`src/design/assert_macros.svh`:
```
// ----------------------------------------------------------------------------
// Assertion macros
// Shared concurrent assertion forms for the balance table design.
// ----------------------------------------------------------------------------
`ifndef ASSERT_MACROS_SVH
`define ASSERT_MACROS_SVH

// same-cycle implication, disabled in reset
`define BTT_ASSERT_IMP(label, clk, rst_n, ante, cons) \
  label: assert property (@(posedge clk) disable iff (!rst_n) (ante) |-> (cons)) \
    else $error("assertion failed: same-cycle implication");

// next-cycle implication, disabled in reset
`define BTT_ASSERT_NXT(label, clk, rst_n, ante, cons) \
  label: assert property (@(posedge clk) disable iff (!rst_n) (ante) |=> (cons)) \
    else $error("assertion failed: next-cycle implication");

`endif

```
`src/design/btt_pkg.sv`:
```
// ----------------------------------------------------------------------------
// Balance table package
// Shared constants and types for the balance transfer table.
// ----------------------------------------------------------------------------
`default_nettype none

package btt_pkg;

  localparam int ACCOUNT_COUNT_DEF = 65536;
  localparam int IDX_W             = 16;
  localparam int AMT_W             = 32;
  localparam int BAL_W             = 64;

  localparam logic [BAL_W-1:0] START_BALANCE = 64'd1000000;

  // item kinds
  localparam logic KIND_XFER = 1'b0;
  localparam logic KIND_READ = 1'b1;

  typedef struct packed {
    logic             applied;
    logic [BAL_W-1:0] first_balance;
    logic [BAL_W-1:0] second_balance;
  } btt_result_t;

endpackage

`default_nettype wire

```
`src/design/btt_out_q.sv`:
```
// ----------------------------------------------------------------------------
// Result queue
// Output register plus one skid entry between execute and the result port.
// ----------------------------------------------------------------------------
`default_nettype none
`include "assert_macros.svh"

module btt_out_q (
  input  wire logic                 clk,
  input  wire logic                 rst_n,
  input  wire logic                 push,
  input  wire btt_pkg::btt_result_t push_data,
  output logic                      room,
  output logic                      out_valid,
  input  wire logic                 out_ready,
  output btt_pkg::btt_result_t      out_data
);

  import btt_pkg::*;

  logic        out_valid_r, sk_valid_r;
  btt_result_t out_data_r, sk_data_r;
  logic        pop;

  assign pop       = out_valid_r && out_ready;
  assign room      = !sk_valid_r;
  assign out_valid = out_valid_r;
  assign out_data  = out_data_r;

  always_ff @(posedge clk) begin
    if (!rst_n) begin
      out_valid_r <= 1'b0;
      sk_valid_r  <= 1'b0;
    end else begin
      if (pop) begin
        if (sk_valid_r) begin
          out_valid_r <= 1'b1;
          sk_valid_r  <= push;
        end else begin
          out_valid_r <= push;
        end
      end else if (!out_valid_r) begin
        out_valid_r <= push;
      end else if (push) begin
        sk_valid_r <= 1'b1;
      end
    end
  end

  always_ff @(posedge clk) begin
    if (pop) begin
      if (sk_valid_r) begin
        out_data_r <= sk_data_r;
        sk_data_r  <= push_data;
      end else begin
        out_data_r <= push_data;
      end
    end else if (!out_valid_r) begin
      out_data_r <= push_data;
    end else if (push) begin
      sk_data_r <= push_data;
    end
  end

  `BTT_ASSERT_IMP(a_skid_behind_head, clk, rst_n, sk_valid_r, out_valid_r)
  `BTT_ASSERT_IMP(a_no_overflow, clk, rst_n, sk_valid_r && !pop, !push)

endmodule

`default_nettype wire

```
`config.mk`:
```
export PLATFORM = sky130hd
export DESIGN_NAME = btt_out_q
export DESIGN_NICKNAME = d
export VERILOG_FILES = /design/src/design/btt_pkg.sv /design/src/design/btt_out_q.sv
export VERILOG_INCLUDE_DIRS = /design/src /design/src/design
export SDC_FILE = /design/constraint.sdc
export NUM_CORES = 1
export LEC_CHECK = 0
export BUFFER_PORTS_ARGS = -buffer_cell sky130_fd_sc_hd__buf_2
export CAP_MARGIN = 10
export CORE_ASPECT_RATIO = 1.1
export CORE_MARGIN = 8
export CORE_UTILIZATION = 50
export CTS_BUF_LIST = sky130_fd_sc_hd__clkbuf_8
export CTS_CLUSTER_DIAMETER = 120
export DETAILED_ROUTE_END_ITERATION = 10
export PLACE_DENSITY_LB_ADDON = 0.12
export SLEW_MARGIN = 30
export SYNTH_ARGS = -nofsm -noshare
export SYNTH_HDL_FRONTEND = slang
export SYNTH_SLANG_ARGS = --single-unit
```
`constraint.sdc`:
```
create_clock -name clk -period 12.6 [get_ports clk]
set_input_delay 0.63 -clock clk [delete_from_list [all_inputs] [get_ports clk]]
set_output_delay 0.63 -clock clk [all_outputs]
set_load 0.01 [all_outputs]
```
==> flow_summary.json, run 1 <==
{
  "areaGrowthSynthToFinish_pct": 22.91,
  "cts_tree": "done",
  "finalSetupViolCount": 0,
  "yosysUniqueCellTypes": 18,
  "period_share_pct": 19.21,
  "cts_sinks": 260,
  "path_clk_slew_ns": 0.06,
  "worstPathRequired_ns": 12.74,
  "nFillCells": 1488,
  "yosys-top-cells-area": "edfxtp_1 (78%), mux2_4 (17%), mux2_2 (2.2%)",
  "synth_area_sq_um": 9913,
  "regArea_sq_um": 7787,
  "post-route-util_pct": 61.97,
  "worstSetupEndpointType": "flip-flop",
  "num_rows": 54,
  "synth_top_area_share_pct": 78.15,
  "worstSetupPathType": "reg2reg",
  "firstDrtPassIters": 4,
  "status": "finished, final reports clean",
  "seq_power_share_pct": 56.4,
  "synth_top_cell_by_area": "edfxtp_1",
  "drive_gt1_share_pct": 60.51,
  "crit_chain": "nand2b_4 > buf_4",
  "numCtsBuffers": 41,
  "swShare_pct": 21.70,
  "power_frac_clock_pct": 36.0,
  "timing.final.crit_period_ns": 2.421,
  "gp_congestion": 0.7490,
  "grt_pass1_wl_um": 30160,
  "grt_max_degree": 75,
  "cts_buffer_depth": 3,
  "path_buf_inv": 1,
  "post_cts_buffers": 0,
  "p_switching_uw": 392.6,
  "hpwlAfterDp_um": 13700,
  "yosysWarningCount": 0,
  "slew_headroom_pct": 39.37,
  "fmax_ghz": 0.4131,
  "start_util_pct": 50.42,
  "fin_cells": 996,
  "slew_viol_final": 0,
  "cpPeakStageDelay_ns": 0.83,
  "dieHeight_um": 163.7,
  "fp.dieW_um": 150.3,
  "grt_usage_pct": 16.08,
  "start_kind": "flip-flop",
  "timing.final.ws_setup_ns": 10.18,
  "grt_overflow": 0,
  "cp_top_family": "buffers and inverters",
  "ios": 264,
  "cap_violations": 0,
  "die_area_sq_um": 24590,
  "postPlaceCellArea_sq_um": 11420,
  "ys_ff_latch": 260,
  "antenna_found_initial": 5,
  "vias": 4913,
  "rsz0062_at_grt": "no",
  "routed_via_density": 4.933,
  "finalNetCount": 844,
  "postRouteAntennaNets": 0,
  "htree_levels": 2,
  "worst_slew_pin_slew_ns": 0.9094,
  "avgSynthCellArea_sq_um": 23.95,
  "cts-root-buf": "clkbuf_8",
  "setup_tns_ns": 0,
  "cts_resized": 0,
  "power_mw": 1.809,
  "grt_pass1_vias": 5504,
  "intPower_mw": 1.417,
  "combPwrFrac_pct": 7.6,
  "io_buffers": 263,
  "holdWs_ns": 0.2960,
  "arrival_ns": 2.56,
  "cp_slowest_cell": "buf_4",
  "hold_viol": 0,
  "synth.net_count": 547,
  "drt_drc_violations_left": 0,
  "cts_hold_buf": 0,
  "clkLatencyLatePin_ns": 0.52,
  "wl_per_cell_um": 20.21,
  "stdcell_area_sq_um": 12180,
  "synth_seq_area_share_pct": 78.56,
  "dp.cells": 920,
  "path_max_fanout": 66,
  "multi_input_area_sq_um": 1959,
  "syn_inst": 414,
  "first_iter_violations": 277,
  "wirelength_um": 20130,
  "core_area_sq_um": 19660,
  "ir_drop_mv": 0.1002,
  "finalClockSkew_ns": 0.01778,
  "holdCritPathClass": "in2reg",
  "dp_slack_ns": 9.569,
  "power_per_cell_area_nw_per_um2": 148.5,
  "leakage_nw": 5.195
}
[registers in the layout, indices dropped and copies added (netlist names)]
signal	count
sk_data_r	129
out_valid	1
sk_valid_r	1
out_data	129
[worst reg2reg max path: stages (launching register included)]
cell,delay (ns)
dfxtp_1,0.40
nand2b_4,0.67
buf_4,0.91
[cell type report]
class | instances | area share [%]
Timing Repair Buffer | 268 | 11.17
Sequential cell | 260 | 63.91
Antenna cell | 2 | 0.04108
Tap cell | 252 | 2.588
Clock buffer | 44 | 4.970
Clock inverter | 30 | 1.201
Inverter | 1 | 0.03081
Multi-Input combinational cell | 139 | 16.08
[cell usage in the layout (no fill, tap or decap), types with 3 or more instances in the layout]
cell type	synthesis	layout
buf_4	1	3
buf_2	1	263
mux2_2	19	19
clkbuf_8	0	44
mux2_4	110	110
edfxtp_1	258	258
inv_1	1	15
clkinv_1	0	11
clkinv_2	0	3
[power groups by stage]
stage / clock network [mW] / logic, mW / registers, mW
after detailed placement: 0 / 0.141 / 1.04
after floorplan: 0 / 0.0500 / 1.06
after global placement: 0 / 0.137 / 1.04
after global routing: 0.709 / 0.149 / 1.02
after CTS: 0.675 / 0.141 / 1.02
final: 0.651 / 0.138 / 1.02
[final timing paths]
check / from / slack (ns) / cells after the start / to
max reg2reg: out_valid / 10.18 / 2 / out_data[12]
max: out_valid / 10.18 / 2 / out_data[12]
min reg2reg: sk_data_r[6] / 0.54 / 1 / out_data[6]
min: push_data[14] / 0.30 / 1 / sk_data_r[14]
[synth_stat cells]
cell        n
mux2_2     19
mux2i_1     1
and2_1      1
nand3_2     1
dfxtp_1     2
nand2b_1    1
inv_1       1
o22ai_1     1
mux2_4    110
buf_8      10
nor2b_1     2
a21boi_0    1
buf_2       1
a21oi_1     1
o21a_1      1
edfxtp_1  258
buf_4       1
buf_6       2
[cell families after synthesis]
logic type	after synthesis	share of synthesized area, %
AOI/OAI and AO/OA	4	0.2651
muxes	130	18.92
buffers and inverters	15	1.906
and+or+nand+nor	5	0.3535
DFF	260	78.56
[layer usage]
layer	GRT usage, %	up-vias	routed length [um]
met4	6.776	6	464
met5	0	-	43
met1	17.59	2421	7386
met3	7.038	38	1975
li1	-	2260	-
met2	26.84	188	10260
Power figures use the tool's default switching activity.
==> run 2, diff against run 1 <==
--- a/config.mk
+++ b/config.mk
@@ -10,7 +10,7 @@
 export CAP_MARGIN = 10
 export CORE_ASPECT_RATIO = 1.1
 export CORE_MARGIN = 8
-export CORE_UTILIZATION = 50
+export CORE_UTILIZATION = 49
 export CTS_BUF_LIST = sky130_fd_sc_hd__clkbuf_8
 export CTS_CLUSTER_DIAMETER = 120
 export DETAILED_ROUTE_END_ITERATION = 10
==> constraint.sdc (replaced) <==
create_clock -name clk -period 2.17 [get_ports clk]
set_input_delay 0.1085 -clock clk [delete_from_list [all_inputs] [get_ports clk]]
set_output_delay 0.1085 -clock clk [all_outputs]
set_load 0.01 [all_outputs]
==> run 2 against run 1 <==
Net effect:
- clock power rose to 6.6 times the previous value
- final area rose by 13%
- via count is 11% higher
- largest cell class unchanged
- wire length up 8.7%
- hold slack got worse by 0.25 ns
- power grew to 6.2 times the previous value
- maximum frequency is 47% higher
- die area grew 1.8%
- critical path type unchanged
- count of clock-buffer cells in the layout rose by 1
==> flow_summary.json, run 2 (same netlist as run 1, synthesis figures left out) <==
{
  "power_per_cell_area_nw_per_um2": 818.8,
  "arrival_ns": 1.91,
  "cts_sinks": 260,
  "r2r_start": "out_valid",
  "cts_resized": 0,
  "worstSetupEndpointType": "flip-flop",
  "cts_buffer_depth": 3,
  "path_max_fanout": 68,
  "holdCritPathClass": "in2reg",
  "fin_cells": 1133,
  "grt_pass1_wl_um": 32890,
  "start_util_pct": 49.91,
  "wl_per_cell_um": 19.31,
  "numCtsBuffers": 42,
  "drive_gt1_share_pct": 52.78,
  "finalNetCount": 980,
  "period_share_pct": 75.79,
  "vias": 5439,
  "status": "finished, final reports clean",
  "nFillCells": 1311,
  "r2r_end": "out_data[13]",
  "fmax_ghz": 0.6080,
  "leakage_nw": 5.824,
  "rsz0062_at_grt": "no",
  "htree_levels": 2,
  "post_cts_buffers": 0,
  "first_iter_violations": 277,
  "layout_common_cells": "buf_2 (263), edfxtp_1 (258), dlygate4sd3_1 (132)",
  "areaGrowthSynthToFinish_pct": 38.46,
  "postRouteAntennaNets": 0,
  "clkLatencyLatePin_ns": 0.53,
  "worst_slew_pin_slew_ns": 0.5254,
  "path_clk_slew_ns": 0.07,
  "power_mw": 11.24,
  "cap_violations": 0,
  "cts_tree": "done",
  "worstSetupPathType": "reg2reg",
  "dp.cells": 923,
  "die_area_sq_um": 25040,
  "slew_viol_final": 0,
  "antenna_found_initial": 0,
  "io_buffers": 263,
  "start_kind": "flip-flop",
  "dieHeight_um": 165.2,
  "num_rows": 54,
  "cts-root-buf": "clkbuf_8",
  "grt_overflow": 0,
  "crit_start": "out_valid",
  "grt_usage_pct": 17.10,
  "slew_headroom_pct": 64.97,
  "hpwlAfterDp_um": 13810,
  "gp_congestion": 0.7335,
  "post-route-util_pct": 69.10,
  "worstPathRequired_ns": 2.44,
  "ios": 264,
  "r2r_slack_ns": 0.53,
  "fp.dieW_um": 151.6,
  "firstDrtPassIters": 4,
  "antenna_cells": 0,
  "finalSetupViolCount": 0,
  "cts_hold_buf": 132,
  "crit_path_end": "out_data[13]",
  "ir_drop_mv": 0.6019,
  "finalClockSkew_ns": 0.01541,
  "grt_max_degree": 69,
  "reg2regPathDepth": 3,
  "hold_viol": 0,
  "wirelength_um": 21870,
  "min_path_cells": 4,
  "routed_via_density": 4.801,
  "timing.final.crit_period_ns": 1.645,
  "layout_commonest_cell": "buf_2",
  "drt_drc_violations_left": 0,
  "grt_pass1_vias": 6174,
  "core_area_sq_um": 19860
}
[run 2: changes by cell type in the layout (fill, tap and decap cells not counted), moves of 3 or more]
cell,change
dlygate4sd3_1,+132
inv_1,-8
buf_12,+7
clkinv_2,+5
bufinv_16,+3
[run 2: report_power, final]
part / internal, mW / leakage, nW / switching [mW]
clock network: 2.41 / 0.464 / 1.89
logic: 0.568 / 2.83 / 0.457
registers: 5.84 / 2.53 / 0.0786
[run 2: how the worst min path moves through the flow]
| stage | startpoint | to |
|---|---|---|
| floorplan | push_data[0] | sk_data_r[0] |
| global placement | push_data[9] | sk_data_r[9] |
| detailed placement | push_data[17] | sk_data_r[17] |
| CTS | push | sk_valid_r |
| global route | push | sk_valid_r |
| finish | push | sk_valid_r |
[run 2: final cells by class]
cell class                      instances  area [sq um]  area share, %
Clock inverter                         33         246.5          1.796
Sequential cell                       260          7792          56.77
Clock buffer                           45         619.3          4.512
Timing Repair Buffer                  403          2785          20.29
Multi-Input combinational cell        139          1963          14.30
Tap cell                              252         315.3          2.297
Inverter                                1         3.754        0.02735
[run 2: through the flow]
| stage | hold WS, ns | worst slack [ns] | setup TNS [ns] | instance area [sq um] |
|---|---|---|---|---|
| after floorplan | 0.2074 | -0.6075 | -101.92 | 9932 |
| after CTS | 0.01049 | 0.5604 | 0 | 13730 |
| after detailed placement | 0.3012 | 0.5712 | 0 | 11540 |
| after global routing | 0.04234 | 0.4887 | 0 | 13730 |
| final | 0.05047 | 0.5253 | 0 | 13730 |
| after global placement | 0.2995 | 0.5950 | 0 | 11540 |
[run 2: per-layer routing]
layer | up-vias | track usage (%) | part of all wire [%]
met5 | - | 0 | 0
met4 | 0 | 7.312 | 3.0
met3 | 45 | 6.487 | 9.8
met2 | 220 | 28.89 | 50
met1 | 2639 | 19.04 | 38
li1 | 2535 | - | -
[run 2: critical path, cell delays in order, from the launching register on]
cell and delay [ns]:
dfxtp_4 0.38, nand3_4 0.12, buf_12 0.40, mux2_2 0.39
==> run 3, diff against run 2 <==
==> constraint.sdc (replaced) <==
create_clock -name clk -period 1.4 [get_ports clk]
set_input_delay 0.07 -clock clk [delete_from_list [all_inputs] [get_ports clk]]
set_output_delay 0.07 -clock clk [all_outputs]
set_load 0.01 [all_outputs]
==> run 3 against run 2 <==
Net effect:
- the run now ends with setup timing left
- global-route usage is essentially flat
- maximum frequency up 15%
- hold slack gained 0.24 ns
- utilization rose by 1.7 points
- first-iteration DRC count is 13% lower
- worst setup slack worse by 0.55 ns
- clock skew shrank 0.0066 ns
- register-to-register slack worse by 0.55 ns
- non-clock buffer count is 26 higher
- die area unchanged
- largest power group unchanged
==> flow_summary.json, run 3 (same netlist as run 1, synthesis figures left out) <==
{
  "gp_congestion": 0.7541,
  "vias": 5532,
  "path_clk_slew_ns": 0.06,
  "drt_drc_violations_left": 0,
  "finalClockSkew_ns": 0.008779,
  "worstSetupEndpointType": "flip-flop",
  "routed_via_density": 4.810,
  "num_rows": 54,
  "finalNetCount": 1005,
  "core_area_sq_um": 19860,
  "worstSetupPathType": "reg2reg",
  "cts_sinks": 260,
  "grt_overflow": 0,
  "period_share_pct": 102.0,
  "r2r_start": "out_valid",
  "cts-root-buf": "clkbuf_8",
  "worstPathRequired_ns": 1.65,
  "holdWs_ns": 0.2873,
  "slew_headroom_pct": 80.99,
  "status": "complete, but fails checks",
  "reg2regPathDepth": 3,
  "violations": "setup timing",
  "wirelength_um": 22420,
  "io_buffers": 263,
  "htree_levels": 2,
  "rsz0062_at_grt": "yes",
  "layout_commonest_cell": "buf_2",
  "timing.final.ws_setup_ns": -0.02856,
  "die_area_sq_um": 25040,
  "dieHeight_um": 165.2,
  "cap_violations": 0,
  "first_iter_violations": 240,
  "worst_slew_pin_slew_ns": 0.2851,
  "layout_common_cells": "buf_2 (263), edfxtp_1 (258), dlygate4sd3_1 (132)",
  "dp_slack_ns": -0.01277,
  "grt_usage_pct": 17.10,
  "holdCritPathClass": "in2reg",
  "arrival_ns": 1.68,
  "r2r_end": "out_data[16]",
  "slew_viol_final": 0,
  "hold_viol": 0,
  "ir_drop_mv": 0.8389,
  "r2r_slack_ns": -0.03,
  "areaGrowthSynthToFinish_pct": 41.92,
  "start_util_pct": 49.91,
  "fp.dieW_um": 151.6,
  "cts_buffer_depth": 3,
  "antenna_found_initial": 1,
  "timing.final.crit_period_ns": 1.429,
  "start_kind": "flip-flop",
  "crit_path_end": "out_data[16]",
  "crit_start": "out_valid",
  "leakage_nw": 6.041,
  "power_per_cell_area_nw_per_um2": 1188,
  "grt_pass1_vias": 6119,
  "postRouteAntennaNets": 0,
  "wl_per_cell_um": 19.50,
  "hpwlAfterDp_um": 14560,
  "path_max_fanout": 35,
  "firstDrtPassIters": 4,
  "grt_pass1_wl_um": 33040,
  "finalSetupViolCount": 19,
  "fmax_ghz": 0.7000,
  "grt_max_degree": 51,
  "cts_tree": "done",
  "drive_gt1_share_pct": 53.29,
  "numCtsBuffers": 41,
  "clkLatencyLatePin_ns": 0.51,
  "ios": 264
}
## run 3: changes by cell type in the layout (fill, tap and decap cells not counted), sizes merged
cell      before  now
buf          271  293
clkinv        21   10
inv            7   16
bufinv         4    2
clkinvlp       2    0
diode          0    1
## run 3: layout make-up
cell class                 count  area (sq um)
sequential                   260          7792
multi-input combinational    139          2006
inverter                       1         3.754
tap                          252         315.3
clock buffer                  41         564.3
timing repair buffer         429          3227
antenna                        1         2.502
fill                        1268          5796
clock inverter                27         157.7
## run 3: worst min path at each step
stage | startpoint | endpoint | slack (ns) | depth (start not counted)
final | push_data[28] | sk_data_r[28] | 0.29 | 2
after global routing | push_data[58] | sk_data_r[58] | 0.26 | 2
after CTS | push_data[71] | sk_data_r[71] | 0.25 | 2
after detailed placement | push_data[9] | sk_data_r[9] | 0.26 | 1
after global placement | push_data[9] | sk_data_r[9] | 0.26 | 1
after floorplan | push_data[0] | sk_data_r[0] | 0.17 | 0
## run 3: power breakdown
part | leakage (nW) | total (mW) | switching (mW) | internal [mW]
combinational | 3.09 | 1.71 | 0.742 | 0.970
clock | 0.426 | 5.84 | 2.76 | 3.08
sequential | 2.53 | 9.17 | 0.119 | 9.05
## run 3: per-stage QoR
step | power [mW] | TNS [ns] | util [%] | instances | instance area [sq um]
2_1_floorplan | 9.950 | -300.58 | - | 414 | 9932
3_3_place_gp | 10.65 | -0.0001413 | 59.60 | 943 | 11840
3_5_place_dp | 10.70 | -0.01969 | 59.60 | 943 | 11840
4_1_cts | 16.84 | -0.5200 | 70.00 | 1143 | 13900
5_1_grt | 17.36 | -2.531 | 70.82 | 1150 | 14070
6_report | 16.72 | -0.1342 | 70.82 | 1150 | 14070
## run 3: worst max-delay path, cell delays in order, from the launching register on
cell and delay, ns:
dfxtp_4 0.35, nand3_4 0.15, buf_12 0.28, mux2_2 0.38
## run 3: repair_timing
| action | CTS | global route |
|---|---|---|
| cloned | 0 | 5 |
| endpoints found under the hold margin | 260 | 0 |
| hold buffers | 132 | 0 |
| setup buffers | 0 | 1 |
| gates resized for setup | 6 | 9 |
| endpoints found under the setup margin | 44 | 145 |
## run 3: layer usage
| layer | global-route usage [%] | up-vias | wire length (um) |
|---|---|---|---|
| li1 | - | 2579 | - |
| met3 | 6.296 | 33 | 2031 |
| met5 | 0 | - | 0 |
| met1 | 19.39 | 2699 | 8620 |
| met2 | 29.20 | 221 | 11300 |
| met4 | 6.108 | 0 | 471 |
